File: src/hw/rtl/otwk_pkg.sv
// Shared types, constants and the arctangent table for the three-wheel omni kinematics block.
// Used by the cells, the top level and the checker; depends on nothing else.
package otwk_pkg;

	localparam int CORDIC_STEPS = 16;
	localparam int DIV_STEPS    = 20;
	// fold, rotation cells, seven arithmetic stages, division cells, output register
	localparam int LATENCY      = CORDIC_STEPS + DIV_STEPS + 9;

	typedef logic [1:0] reg_idx_t;
	localparam reg_idx_t REG_TRAVEL_SPEED = 2'd0;
	localparam reg_idx_t REG_ROBOT_RADIUS = 2'd1;
	localparam reg_idx_t REG_WHEEL_RADIUS = 2'd2;

	localparam logic [11:0] TRAVEL_SPEED_RST = 12'd800;
	localparam logic [9:0]  ROBOT_RADIUS_RST = 10'd100;
	localparam logic [7:0]  WHEEL_RADIUS_RST = 8'd29;

	localparam logic signed [15:0] FULL_TURN    = 16'sd5760;
	localparam logic signed [15:0] HALF_TURN    = 16'sd2880;
	localparam logic signed [15:0] QUARTER_TURN = 16'sd1440;

	localparam logic signed [32:0] CORDIC_START = 33'sd652032874;
	localparam logic signed [17:0] SQRT3_Q16    = 18'sd113512;
	localparam logic [32:0]        PI_Q31       = 33'd6746518852;
	localparam logic [19:0]        POS_LIMIT    = 20'd262143;
	localparam logic [19:0]        NEG_LIMIT    = 20'd262144;
	localparam logic signed [18:0] OUT_MAX      = 19'sd262143;
	localparam logic signed [18:0] OUT_MIN      = -19'sd262144;

	typedef struct packed {
		logic signed [32:0] x;
		logic signed [32:0] y;
		logic signed [23:0] z;
		logic               flip;
		logic signed [15:0] turn;
		logic [11:0]        speed;
		logic [9:0]         radius;
		logic [7:0]         wheel;
	} cordic_t;

	typedef struct packed {
		logic [63:0] rem;
		logic [40:0] den;
		logic [19:0] quo;
		logic        neg;
		logic        ovf;
		logic        zero;
	} div_lane_t;

	// Arctangent of 2^-i in degrees times 65536.
	function automatic logic [23:0] atan_deg16(input int unsigned i);
		logic [23:0] v;
		case (i)
			0:       v = 24'd2949120;
			1:       v = 24'd1740967;
			2:       v = 24'd919879;
			3:       v = 24'd466945;
			4:       v = 24'd234379;
			5:       v = 24'd117304;
			6:       v = 24'd58666;
			7:       v = 24'd29335;
			8:       v = 24'd14668;
			9:       v = 24'd7334;
			10:      v = 24'd3667;
			11:      v = 24'd1833;
			12:      v = 24'd917;
			13:      v = 24'd458;
			14:      v = 24'd229;
			15:      v = 24'd115;
			default: v = 24'd0;
		endcase
		return v;
	endfunction

endpackage

File: src/hw/rtl/otwk_div_cell.sv
// One restoring division step for one wheel lane, registered.
// Depends on otwk_pkg for the lane record.
module otwk_div_cell #(
	parameter int unsigned SHIFT = 0
) (
	input  logic               clk,
	input  otwk_pkg::div_lane_t d,
	output otwk_pkg::div_lane_t q
);

	logic [63:0]         trial;
	otwk_pkg::div_lane_t nxt;

	assign trial = {23'd0, d.den} << SHIFT;

	always_comb begin
		nxt = d;
		if (!d.ovf && (d.rem >= trial)) begin
			nxt.rem        = d.rem - trial;
			nxt.quo[SHIFT] = 1'b1;
		end
	end

	always_ff @(posedge clk) begin
		q <= nxt;
	end

endmodule

File: config.mk
export PLATFORM = sky130hd
export DESIGN_NAME = otwk_div_cell
export DESIGN_NICKNAME = d
export VERILOG_FILES = /design/src/hw/rtl/otwk_pkg.sv /design/src/hw/rtl/otwk_div_cell.sv
export SDC_FILE = /design/constraint.sdc
export NUM_CORES = 1
export LEC_CHECK = 0
export ABC_AREA = 1
export BUFFER_PORTS_ARGS = -buffer_cell sky130_fd_sc_hd__clkbuf_2
export CELL_PAD_IN_SITES_DETAIL_PLACEMENT = 1
export CELL_PAD_IN_SITES_GLOBAL_PLACEMENT = 2
export CORE_ASPECT_RATIO = 0.9
export CORE_MARGIN = 8
export CORE_UTILIZATION = 28
export CTS_CLUSTER_SIZE = 30
export DETAILED_ROUTE_END_ITERATION = 8
export PLACE_DENSITY = 0.92
export REMOVE_ABC_BUFFERS = 1
export SLEW_MARGIN = 25
export SYNTH_ARGS = -nofsm -noshare
export SYNTH_HDL_FRONTEND = slang
export SYNTH_SLANG_ARGS = --single-unit
File: constraint.sdc
create_clock -name clk -period 7.3 [get_ports clk]
set_input_delay 1.46 -clock clk [delete_from_list [all_inputs] [get_ports clk]]
set_output_delay 1.46 -clock clk [all_outputs]
set_load 0.1 [all_outputs]
==> results of run 1 <==
placed cells by master, fill, tap and decap left out, types with 4 or more instances in the layout:
master                      Yosys  final
sky130_fd_sc_hd__nand2_1      540    540
sky130_fd_sc_hd__inv_1        276    276
sky130_fd_sc_hd__clkbuf_2       0    256
sky130_fd_sc_hd__dfxtp_1      128    128
sky130_fd_sc_hd__nor2_1        96     96
sky130_fd_sc_hd__nand3_1       59     59
sky130_fd_sc_hd__ha_1          41     41
sky130_fd_sc_hd__a21oi_1       38     38
sky130_fd_sc_hd__xnor2_1       27     27
sky130_fd_sc_hd__nand4_1       24     24
sky130_fd_sc_hd__o21ai_0       22     22
sky130_fd_sc_hd__clkbuf_16      0     17
sky130_fd_sc_hd__o21ai_1       16     16
sky130_fd_sc_hd__nor3_1        12     12
sky130_fd_sc_hd__nor2_2         8      8
sky130_fd_sc_hd__inv_6          0      8
sky130_fd_sc_hd__inv_2          5      5
sky130_fd_sc_hd__nor4_1         5      5
sky130_fd_sc_hd__nand2_2        5      5
sky130_fd_sc_hd__o21ai_2        5      5
sky130_fd_sc_hd__o21bai_1       4      4
sky130_fd_sc_hd__xor2_1         4      4
per-layer routing:
metal / up-vias / track usage (%) / part of all wire [%]
met5: - / 0 / 0.024
met4: 2 / 4.355 / 1.2
met3: 30 / 4.581 / 5.4
met2: 214 / 32.02 / 44
met1: 4105 / 26.38 / 49
li1: 4553 / - / -
power by group through the flow:
stage	Sequential (mW)	Clock, mW	Combinational, mW
after CTS	0.775	0.923	0.953
final	0.775	0.896	0.945
after floorplan	1.23	0	0.282
after global placement	0.790	0	0.941
after global routing	0.780	0.945	1.01
after detailed placement	0.791	0	0.949
synth_stat cells (all sizes together), types with 3 or more instances:
master | count | area, µm²
ha | 41 | 513.0
nor2 | 106 | 432.9
nand4 | 24 | 150.1
buf | 12 | 96.33
inv | 281 | 1055
nor4 | 5 | 31.28
o21bai | 4 | 30.03
nor3 | 12 | 60.06
nand3 | 59 | 295.3
nand2 | 547 | 2081
a21oi | 39 | 198.9
xor2 | 4 | 35.03
dfxtp | 128 | 2562
nand3b | 3 | 22.52
o21ai | 43 | 234.0
xnor2 | 27 | 236.5
worst max-delay path, delay by kind of cell:
kind / cells / cell delay, ps
simple gates: 13 / 1960
buf+inv: 4 / 810
fa+ha+maj: 2 / 600
through the flow:
| stage | hold WS (ps) | setup slack [ps] | power [mW] | instances |
|---|---|---|---|---|
| after floorplan | 1488 | 3412 | 1.508 | 1329 |
| after global placement | 1562 | 2505 | 1.730 | 1951 |
| after detailed placement | 1564 | 2340 | 1.739 | 1951 |
| after CTS | 1101 | 2748 | 2.651 | 1983 |
| after global routing | 1104 | 2471 | 2.737 | 1983 |
| final | 1115 | 2802 | 2.616 | 1983 |
logic make-up after synthesis:
group	Yosys count	synth area share [%]
simple gates	758	38.16
buf+inv	296	14.38
flops	128	31.69
compound gates	87	5.819
fa+ha+maj	42	6.592
xor+xnor	31	3.358
path summary, 6_finish.rpt:
kind | from | end | slack (ps) | cells after the start
worst max-delay path | d[64] | q[97]$_DFF_P_ | 2800 | 19
worst min-delay path | d[15] | q[15]$_DFF_P_ | 1110 | 1
layout make-up:
class	count	area, µm²	share of cell area (%)
multi-input cells	918	4360	42.25
clock inverters	15	170.2	1.649
well taps	366	457.9	4.437
inverters	283	1062	10.29
clock buffers	17	425.4	4.122
flip-flops and latches	128	2562	24.83
repair buffers	256	1281	12.42
==> results.ini, run 1 <==
[power]
switching_share_pct=44.29
power.switching_mw=1.158
internal_power_mw=1.457
share_seq_of_total_power_pct=29.6
vdd.ir_drop.worst_mv=0.1628
power.share.clock_pct=34.2
cellLeakagePower_nw=6.061
pwr_density_cell_mw_per_mm2=253.5
power.combinational.fraction_pct=36.1

[placement]
placed_cell_area_mm2=0.009724
gpl_wtd_cong=0.8651
dpl.hpwl_um=29050
port_buffer_count=256

[clock_network]
cts-htree-levels=4
cts_num_sinks=128
cts_resized=0
root_buffer=sky130_fd_sc_hd__clkbuf_16
cts_tree=yes
worst_setup_hold_path_clk_slew_ps=70
count_of_hold_buffers_inserted_by_post_cts_repair=0
post-cts-setup-buffers=0
cts-buffers-inserted=17
cts.path.max_buffers=2

[synth]
ys_ff_latch=128
warnings_from_yosys=0
syn_area_mm2=0.008085
synth_enable_flop_cells=0
synthesis.instances=1342
yosysSeqAreaShare_pct=31.69
ys_types=31
avg_cell_area_syn_um2=6.025
async_flop_share_pct=0
synth-main-ff-cell=sky130_fd_sc_hd__dfxtp_1

[timing]
setup_viol_count_final=0
final-max-slew-violation-count=0
worst_slew_margin_rel_pct=37.38
hold_violations=0
setup_total_negative_slack_ps=0
period_minus_slack_ps=4498
timing.final.crit_share_pct=61.61
fmax_mhz=222.3
rsz0062_at_grt=false
tightest_slew_ps=939.3

[routing]
routed_via_density=4.490
num_vias=8904
drt_iter0_drc=403
wire_per_inst_um=17.15
route.detailed.drc=0
1st_pass_router_iterations=5
route.antenna.remaining_nets=0
drt_wl_total_um=34000

[setup_path]
timing.critical_path.cells=clkbuf_2 > inv_1 > ha_1 > fa_1 > inv_1 > nand3_1 > nand2_1 > nand2_1 > nand2_2 > nand2_1 > nand2_2 > nand2_1 > nand2_2 > nand2_2 > nand2_4 > nand2_4 > inv_2 > nand2_1 > nand2_1
worstPathMaxFanout=87
critical-path-max-stage-delay_ps=590
timing_worst_setup_path_type=primary input to flip-flop
worst_setup_path_start_kind=primary input
cpMostUsedCell=sky130_fd_sc_hd__nand2_1
worst_path_max_delay_cell=sky130_fd_sc_hd__inv_2
cp-end-kind=flip-flop
cp.required_ps=7680
critPathArrivalTime_ps=4880

[global_route]
final_global_route_overflow_total=0
grt_first_pass_wirelength_um=52940
antenna_found_initial=1
grt_max_degree=88
grt_pass1_vias=9592
gr-usage-all-layers_pct=19.74

[status]
result_of_the_run=finished clean

[floorplanning]
floorplan.rows=59
core_area_mm2=0.02864
die_w_um=195.1
initial_utilization_pct=28.23
chipHeight_um=177.2
floorplan.die_area_mm2=0.03458
num_io_pins=257

[cells_and_area]
fin_area_mm2=0.01032
largest_register_ffs=128
top_register=q
area_growth_syn_to_layout_pct=27.64
final_util_pct=36.03
filler_cell_count=3862
layout_top_registers=q (128)
final_layout_size_suffix_gt1_share_pct=19.67
nNetsFinal=1775
diodes=0

[flow_run]
max_cap_violations=0

[worst_hold_path]
min_path_type=primary input to flip-flop

Note: power is estimated with default switching activity, not from simulation.
==> run 2: changes to the inputs <==
--- a/config.mk
+++ b/config.mk
@@ -11,10 +11,10 @@
 export CELL_PAD_IN_SITES_GLOBAL_PLACEMENT = 2
 export CORE_ASPECT_RATIO = 0.9
 export CORE_MARGIN = 8
-export CORE_UTILIZATION = 28
+export CORE_UTILIZATION = 23
 export CTS_CLUSTER_SIZE = 30
 export DETAILED_ROUTE_END_ITERATION = 8
-export PLACE_DENSITY = 0.92
+export PLACE_DENSITY = 0.82
 export REMOVE_ABC_BUFFERS = 1
 export SLEW_MARGIN = 25
 export SYNTH_ARGS = -nofsm -noshare
==> constraint.sdc (replaced) <==
create_clock -name clk -period 3.8 [get_ports clk]
set_input_delay 0.76 -clock clk [delete_from_list [all_inputs] [get_ports clk]]
set_output_delay 0.76 -clock clk [all_outputs]
set_load 0.1 [all_outputs]
==> results.ini, run 2 (same netlist as run 1, synthesis figures left out) <==
[power]
cellLeakagePower_nw=6.063  ; about the same
pwr_density_cell_mw_per_mm2=474.9  ; +87%
vdd.ir_drop.worst_mv=0.3349  ; +110%

[routing]
routed_via_density=4.178  ; -6.9%
route.antenna.remaining_nets=0  ; unchanged
num_vias=8720  ; -2.1%
drt_iter0_drc=339  ; -16%
1st_pass_router_iterations=4  ; -1
drt_wl_total_um=34400  ; +1.2%
route.detailed.drc=0  ; unchanged
wire_per_inst_um=16.48  ; -3.9%

[setup_path]
timing.critical_path.max_delay_family=simple AND/OR/NAND/NOR gates
cp.required_ps=4140  ; -3540 ps
worst_setup_path_start_kind=primary input
cpMostUsedCell=sky130_fd_sc_hd__nand2_1
worstPathMaxFanout=26  ; -70%
critPathArrivalTime_ps=3270  ; -1610 ps
worst-path-buf-inv=4  ; unchanged
critical-path-max-stage-delay_ps=410  ; -180 ps
worst_path_max_delay_cell=sky130_fd_sc_hd__fa_1
timing.critical_path.cells=clkbuf_2 > inv_1 > ha_1 > fa_1 > inv_1 > nand3_1 > nand2_1 > nand2_1 > nand2_2 > nand2_1 > nand2_2 > nand2_1 > nand2_2 > nand2_2 > nand2_4 > buf_4 > nand3_1 > nand2_1 > nand2_1
cp-end-kind=flip-flop
timing_worst_setup_path_type=primary input to flip-flop

[cells_and_area]
layout_common_cells=sky130_fd_sc_hd__nand2_1, sky130_fd_sc_hd__inv_1, sky130_fd_sc_hd__clkbuf_2
nNetsFinal=1777  ; +0.11%
diodes=0  ; unchanged
area_growth_syn_to_layout_pct=29.28
filler_cell_count=4586  ; +19%
stdcell_count=2087  ; +5.2%
commonest_non_fill_non_tap_cell_in_the_layout=sky130_fd_sc_hd__nand2_1
final_util_pct=29.96  ; -6.1 points
top_register=q
layout_top_registers=q (128)
final_layout_size_suffix_gt1_share_pct=19.59  ; -0.074 points
largest_register_ffs=128  ; unchanged

[placement]
port_buffer_count=256  ; unchanged
gpl_wtd_cong=0.8800  ; +1.7%
post-place-ws_ps=412.4  ; -1928 ps
dpl.hpwl_um=29640  ; +2.0%
place_inst=2056  ; +5.4%

[clock_network]
cts-htree-levels=4  ; unchanged
post-cts-setup-buffers=0  ; unchanged
cts_tree=yes
cts-buffers-inserted=17  ; unchanged
cts_resized=0  ; unchanged
cts.path.max_buffers=2  ; unchanged
cts_num_sinks=128  ; unchanged
root_buffer=sky130_fd_sc_hd__clkbuf_16
count_of_hold_buffers_inserted_by_post_cts_repair=0  ; unchanged
worst_setup_hold_path_clk_slew_ps=60  ; about the same

[floorplanning]
floorplan.die_area_mm2=0.04142  ; +20%
num_io_pins=257  ; unchanged
chipHeight_um=193.9  ; +9.4%
core_area_mm2=0.03489  ; +22%
initial_utilization_pct=23.17  ; -5.1 points
floorplan.rows=65  ; +10%
die_w_um=213.6  ; +9.5%

[worst_hold_path]
timing.hold.worst.start=d[5]
min_path_type=primary input to flip-flop
whs_path_depth=1  ; unchanged
hold_end=q[5]$_DFF_P_

[global_route]
gr-usage-all-layers_pct=16.78  ; -3.0 points
grt_max_degree=87  ; -1.1%
grt_pass1_vias=9368  ; -2.3%
final_global_route_overflow_total=0  ; unchanged
antenna_found_initial=1  ; unchanged
grt_first_pass_wirelength_um=52970  ; about the same

[status]
result_of_the_run=finished clean

[timing]
hold_violations=0  ; unchanged
worst_slew_margin_rel_pct=59.60  ; +22 points
whs_ps=414.7  ; -699.8 ps
rsz0062_at_grt=false
setup_viol_count_final=0  ; unchanged
period_minus_slack_ps=2935
timing.final.crit_share_pct=77.24
fmax_mhz=340.7
final-max-slew-violation-count=0  ; unchanged
tightest_slew_ps=603.7  ; -335.5 ps
pnr_worst_setup_slack_ps=865.0  ; -1937 ps
setup_total_negative_slack_ps=0  ; unchanged

[flow_run]
max_cap_violations=0  ; unchanged

run 2: metal layers:
metal	vias up	global-route usage (%)	wire, µm
met5	-	0	13
met2	179	26.16	14790
met1	3965	22.94	17100
met3	22	4.234	2129
li1	4552	-	-
met4	2	3.705	367
run 2: stage by stage:
| step | cell area (µm²) | power, mW |
|---|---|---|
| floorplan | 7985 | 2.897 |
| global placement | 9881 | 3.337 |
| detailed placement | 9881 | 3.351 |
| CTS | 10450 | 5.060 |
| global route | 10450 | 5.250 |
| finish | 10450 | 4.964 |
run 2: final cells by class:
cell class | instances | area (µm²) | area share [%]
multi-input combinational | 918 | 4360 | 41.72
clock buffer | 19 | 432.9 | 4.142
sequential | 128 | 2562 | 24.52
clock inverter | 12 | 138.9 | 1.329
inverter | 283 | 1062 | 10.16
tap | 469 | 586.8 | 5.614
timing repair buffer | 258 | 1309 | 12.52
run 2: power breakdown:
group | internal [mW] | leakage [nW] | total [mW] | switching [mW]
Sequential | 1.46 | 1.08 | 1.49 | 0.0335
Clock | 0.966 | 0.277 | 1.66 | 0.693
Combinational | 0.356 | 4.71 | 1.81 | 1.46
Total | 2.78 | 6.06 | 4.96 | 2.18
run 2: how the worst max path moves through the flow:
stage	slack [ps]	start	to	cells past startpoint
6_report	870	d[64]	q[121]$_DFF_P_	19
5_1_grt	690	d[64]	q[120]$_DFF_P_	19
4_1_cts	890	d[64]	q[121]$_DFF_P_	19
3_5_place_dp	410	d[64]	q[121]$_DFF_P_	19
3_3_place_gp	470	d[64]	q[121]$_DFF_P_	19
2_1_floorplan	610	d[29]	q[3]$_SDFF_PP1_	15
==> run 3: changes to the inputs <==
--- a/config.mk
+++ b/config.mk
@@ -5,13 +5,13 @@
 export SDC_FILE = /design/constraint.sdc
 export NUM_CORES = 1
 export LEC_CHECK = 0
-export ABC_AREA = 1
+export ABC_AREA = 0
 export BUFFER_PORTS_ARGS = -buffer_cell sky130_fd_sc_hd__clkbuf_2
 export CELL_PAD_IN_SITES_DETAIL_PLACEMENT = 1
 export CELL_PAD_IN_SITES_GLOBAL_PLACEMENT = 2
 export CORE_ASPECT_RATIO = 0.9
 export CORE_MARGIN = 8
-export CORE_UTILIZATION = 23
+export CORE_UTILIZATION = 24
 export CTS_CLUSTER_SIZE = 30
 export DETAILED_ROUTE_END_ITERATION = 8
 export PLACE_DENSITY = 0.82
==> constraint.sdc (replaced) <==
create_clock -name clk -period 2.65 [get_ports clk]
set_input_delay 0.53 -clock clk [delete_from_list [all_inputs] [get_ports clk]]
set_output_delay 0.53 -clock clk [all_outputs]
set_load 0.1 [all_outputs]
==> results.ini, run 3 <==
[setup_path]
timing.critical_path.max_delay_family=compound AO/OA/AOI/OAI gates
worst_path_max_delay_cell=sky130_fd_sc_hd__ha_1
worst-path-buf-inv=6  ; +2
critical-path-max-stage-delay_ps=290  ; -120 ps
worst_setup_path_start_kind=primary input
worstPathMaxFanout=8  ; -69%
critPathArrivalTime_ps=2970  ; -300 ps
cp.required_ps=2950  ; -1190 ps
timing.critical_path.cells=clkbuf_2 > inv_1 > ha_1 > buf_4 > a21oi_1 > o21ai_1 > buf_4 > nor2_1 > a31o_1 > a31o_4 > a21o_4 > buf_12 > buf_12 > nand2_4 > o31ai_4
cp-end-kind=flip-flop
timing_worst_setup_path_type=primary input to flip-flop

[cells_and_area]
filler_cell_count=3098  ; -32%
layout_top_registers=q (128)
nNetsFinal=1393  ; -22%
area_growth_syn_to_layout_pct=77.04
commonest_non_fill_non_tap_cell_in_the_layout=sky130_fd_sc_hd__clkbuf_2
final_layout_size_suffix_gt1_share_pct=51.82  ; +32 points
layout_common_cells=sky130_fd_sc_hd__clkbuf_2, sky130_fd_sc_hd__buf_4, sky130_fd_sc_hd__dfxtp_1
largest_register_ffs=128  ; unchanged
top_register=q
stdcell_count=1585  ; -24%
final_util_pct=42.96  ; +13 points

[floorplanning]
floorplan.rows=56  ; -14%
num_io_pins=257  ; unchanged
initial_utilization_pct=24.26  ; +1.1 points
core_area_mm2=0.02585  ; -26%
floorplan.die_area_mm2=0.03158  ; -24%
chipHeight_um=169.4  ; -13%
die_w_um=186.4  ; -13%

[timing]
setup_viol_count_final=3  ; +3
pnr_worst_setup_slack_ps=-12.09  ; -877.1 ps
final-max-slew-violation-count=0  ; unchanged
tightest_slew_ps=611.0  ; +7.247 ps
worst_slew_margin_rel_pct=58.21  ; -1.4 points
whs_ps=193.2  ; -221.5 ps
timing.final.crit_share_pct=100.5
period_minus_slack_ps=2662
fmax_mhz=375.6
hold_violations=0  ; unchanged
rsz0062_at_grt=true

[synth]
yosysTopAreaCellShare_pct=40.85  ; +9.2 points
synth_enable_flop_cells=0  ; unchanged
async_flop_share_pct=0  ; unchanged
synth-main-ff-cell=sky130_fd_sc_hd__dfxtp_1
ys_types=60  ; +94%
synthesis.instances=742  ; -45%
netlist_top_cells_area=sky130_fd_sc_hd__dfxtp_1, sky130_fd_sc_hd__ha_1, sky130_fd_sc_hd__nand2_1, sky130_fd_sc_hd__a21oi_1, sky130_fd_sc_hd__xnor2_1
ys_ff_latch=128  ; unchanged
warnings_from_yosys=0  ; unchanged
synthDominantAreaCellType=sky130_fd_sc_hd__dfxtp_1
yosysSeqAreaShare_pct=40.85  ; +9.2 points
yosys.cell_count.top_type=sky130_fd_sc_hd__dfxtp_1
syn_area_mm2=0.006274  ; -22%
synth.cells.most_frequent=sky130_fd_sc_hd__dfxtp_1, sky130_fd_sc_hd__nand2_1, sky130_fd_sc_hd__inv_1, sky130_fd_sc_hd__a21oi_1, sky130_fd_sc_hd__nor2_1
avg_cell_area_syn_um2=8.455  ; +40%

[global_route]
m2_gr_usage_pct=29.34  ; +3.2 points
use_met1_pct=19.80  ; -3.1 points
grt_max_degree=26  ; -70%
gr-max-usage-layer=met2
gr-usage-all-layers_pct=16.86  ; +0.077 points
final_global_route_overflow_total=0  ; unchanged
use_met3_pct=4.581  ; +0.35 points
grt_pass1_vias=7919  ; -15%
grt_first_pass_wirelength_um=42380  ; -20%
antenna_found_initial=2  ; +1

[placement]
port_buffer_count=256  ; unchanged
place_inst=1532  ; -25%
gpl_wtd_cong=0.8451  ; -4.0%
dpl.hpwl_um=22290  ; -25%

[clock_network]
root_buffer=sky130_fd_sc_hd__clkbuf_16
cts.path.max_buffers=2  ; unchanged
cts_tree=yes
cts_num_sinks=128  ; unchanged
worst_setup_hold_path_clk_slew_ps=70  ; about the same
cts-htree-levels=4  ; unchanged
cts-buffers-inserted=17  ; unchanged
count_of_hold_buffers_inserted_by_post_cts_repair=0  ; unchanged

[worst_hold_path]
timing.hold.worst.start=d[10]
whs_path_depth=1  ; unchanged
hold_end=q[10]$_DFF_P_
min_path_type=primary input to flip-flop

[status]
violated_checks=setup timing
result_of_the_run=finished, violations left

[power]
vdd.ir_drop.worst_mv=0.4830  ; +44%
cellLeakagePower_nw=5.376  ; -11%
pwr_density_cell_mw_per_mm2=676.2  ; +42%

[flow_run]
max_cap_violations=0  ; unchanged

[routing]
route.antenna.remaining_nets=0  ; unchanged
drt_iter0_drc=332  ; -2.1%
routed_via_density=4.613  ; +10%
route.detailed.drc=0  ; unchanged
wire_per_inst_um=18.07  ; +9.6%
num_vias=7311  ; -16%
drt_wl_total_um=28640  ; -17%
1st_pass_router_iterations=4  ; unchanged

-- run 3: repair_timing --
item / in CTS / in global routing
setup endpoints to repair: 65 / 63
gates resized for setup: 40 / 149
cloned: 0 / 8
buffers inserted: 6 / 5
pin swaps: 10 / 46
-- run 3: worst max-delay path by stage --
stage | startpoint | end | slack [ps] | depth (start not counted)
6_report | d[52] | q[103]$_DFF_P_ | -10 | 15
5_1_grt | d[64] | q[113]$_DFF_P_ | -70 | 12
4_1_cts | d[64] | q[103]$_DFF_P_ | -30 | 13
3_5_place_dp | d[64] | q[120]$_DFF_P_ | -820 | 13
3_3_place_gp | d[64] | q[121]$_DFF_P_ | -770 | 13
2_1_floorplan | d[28] | q[105]$_DFF_P_ | -1160 | 10
-- run 3: where the power goes --
part	internal, mW	switching, mW
registers	2.09	0.0509
clock network	1.46	0.981
logic	0.854	2.07
total	4.40	3.11
-- run 3: cell families after synthesis --
group / synth area share [%]
adder cells (fa/ha/maj): 8.496
buffers and inverters: 5.485
AND/OR/NAND/NOR: 18.35
XOR/XNOR: 8.097
AO/OA/AOI/OAI: 18.19
multiplexers: 0.5385
flip-flops: 40.85
-- run 3: layout make-up --
class	count	area (µm²)	area share, %
clock buffers	19	452.9	4.078
flip-flops and latches	128	2562	23.07
multi-input cells	530	4075	36.69
inverters	58	220.2	1.983
diodes	2	5.005	0.04506
well taps	348	435.4	3.920
repair buffers	487	3204	28.85
clock inverters	13	151.4	1.363
-- run 3: stage by stage --
stage	setup slack (ps)	cell area [µm²]	setup TNS (ps)	power (mW)
final	-12.09	11110	-16.82	7.510
after global routing	-74.43	11110	-1078	7.846
after CTS	-33.19	10290	-142.4	7.418
after detailed placement	-821.3	9469	-42240	4.884
after global placement	-766.3	9469	-40200	4.841
after floorplan	-1164	6147	-57700	4.000
-- run 3: per-layer routing --
metal / vias to the layer above / part of all wire, %
li1: 3576 / -
met3: 33 / 4.7
met1: 3517 / 43
met5: - / 0
met4: 0 / 2.4
met2: 185 / 50
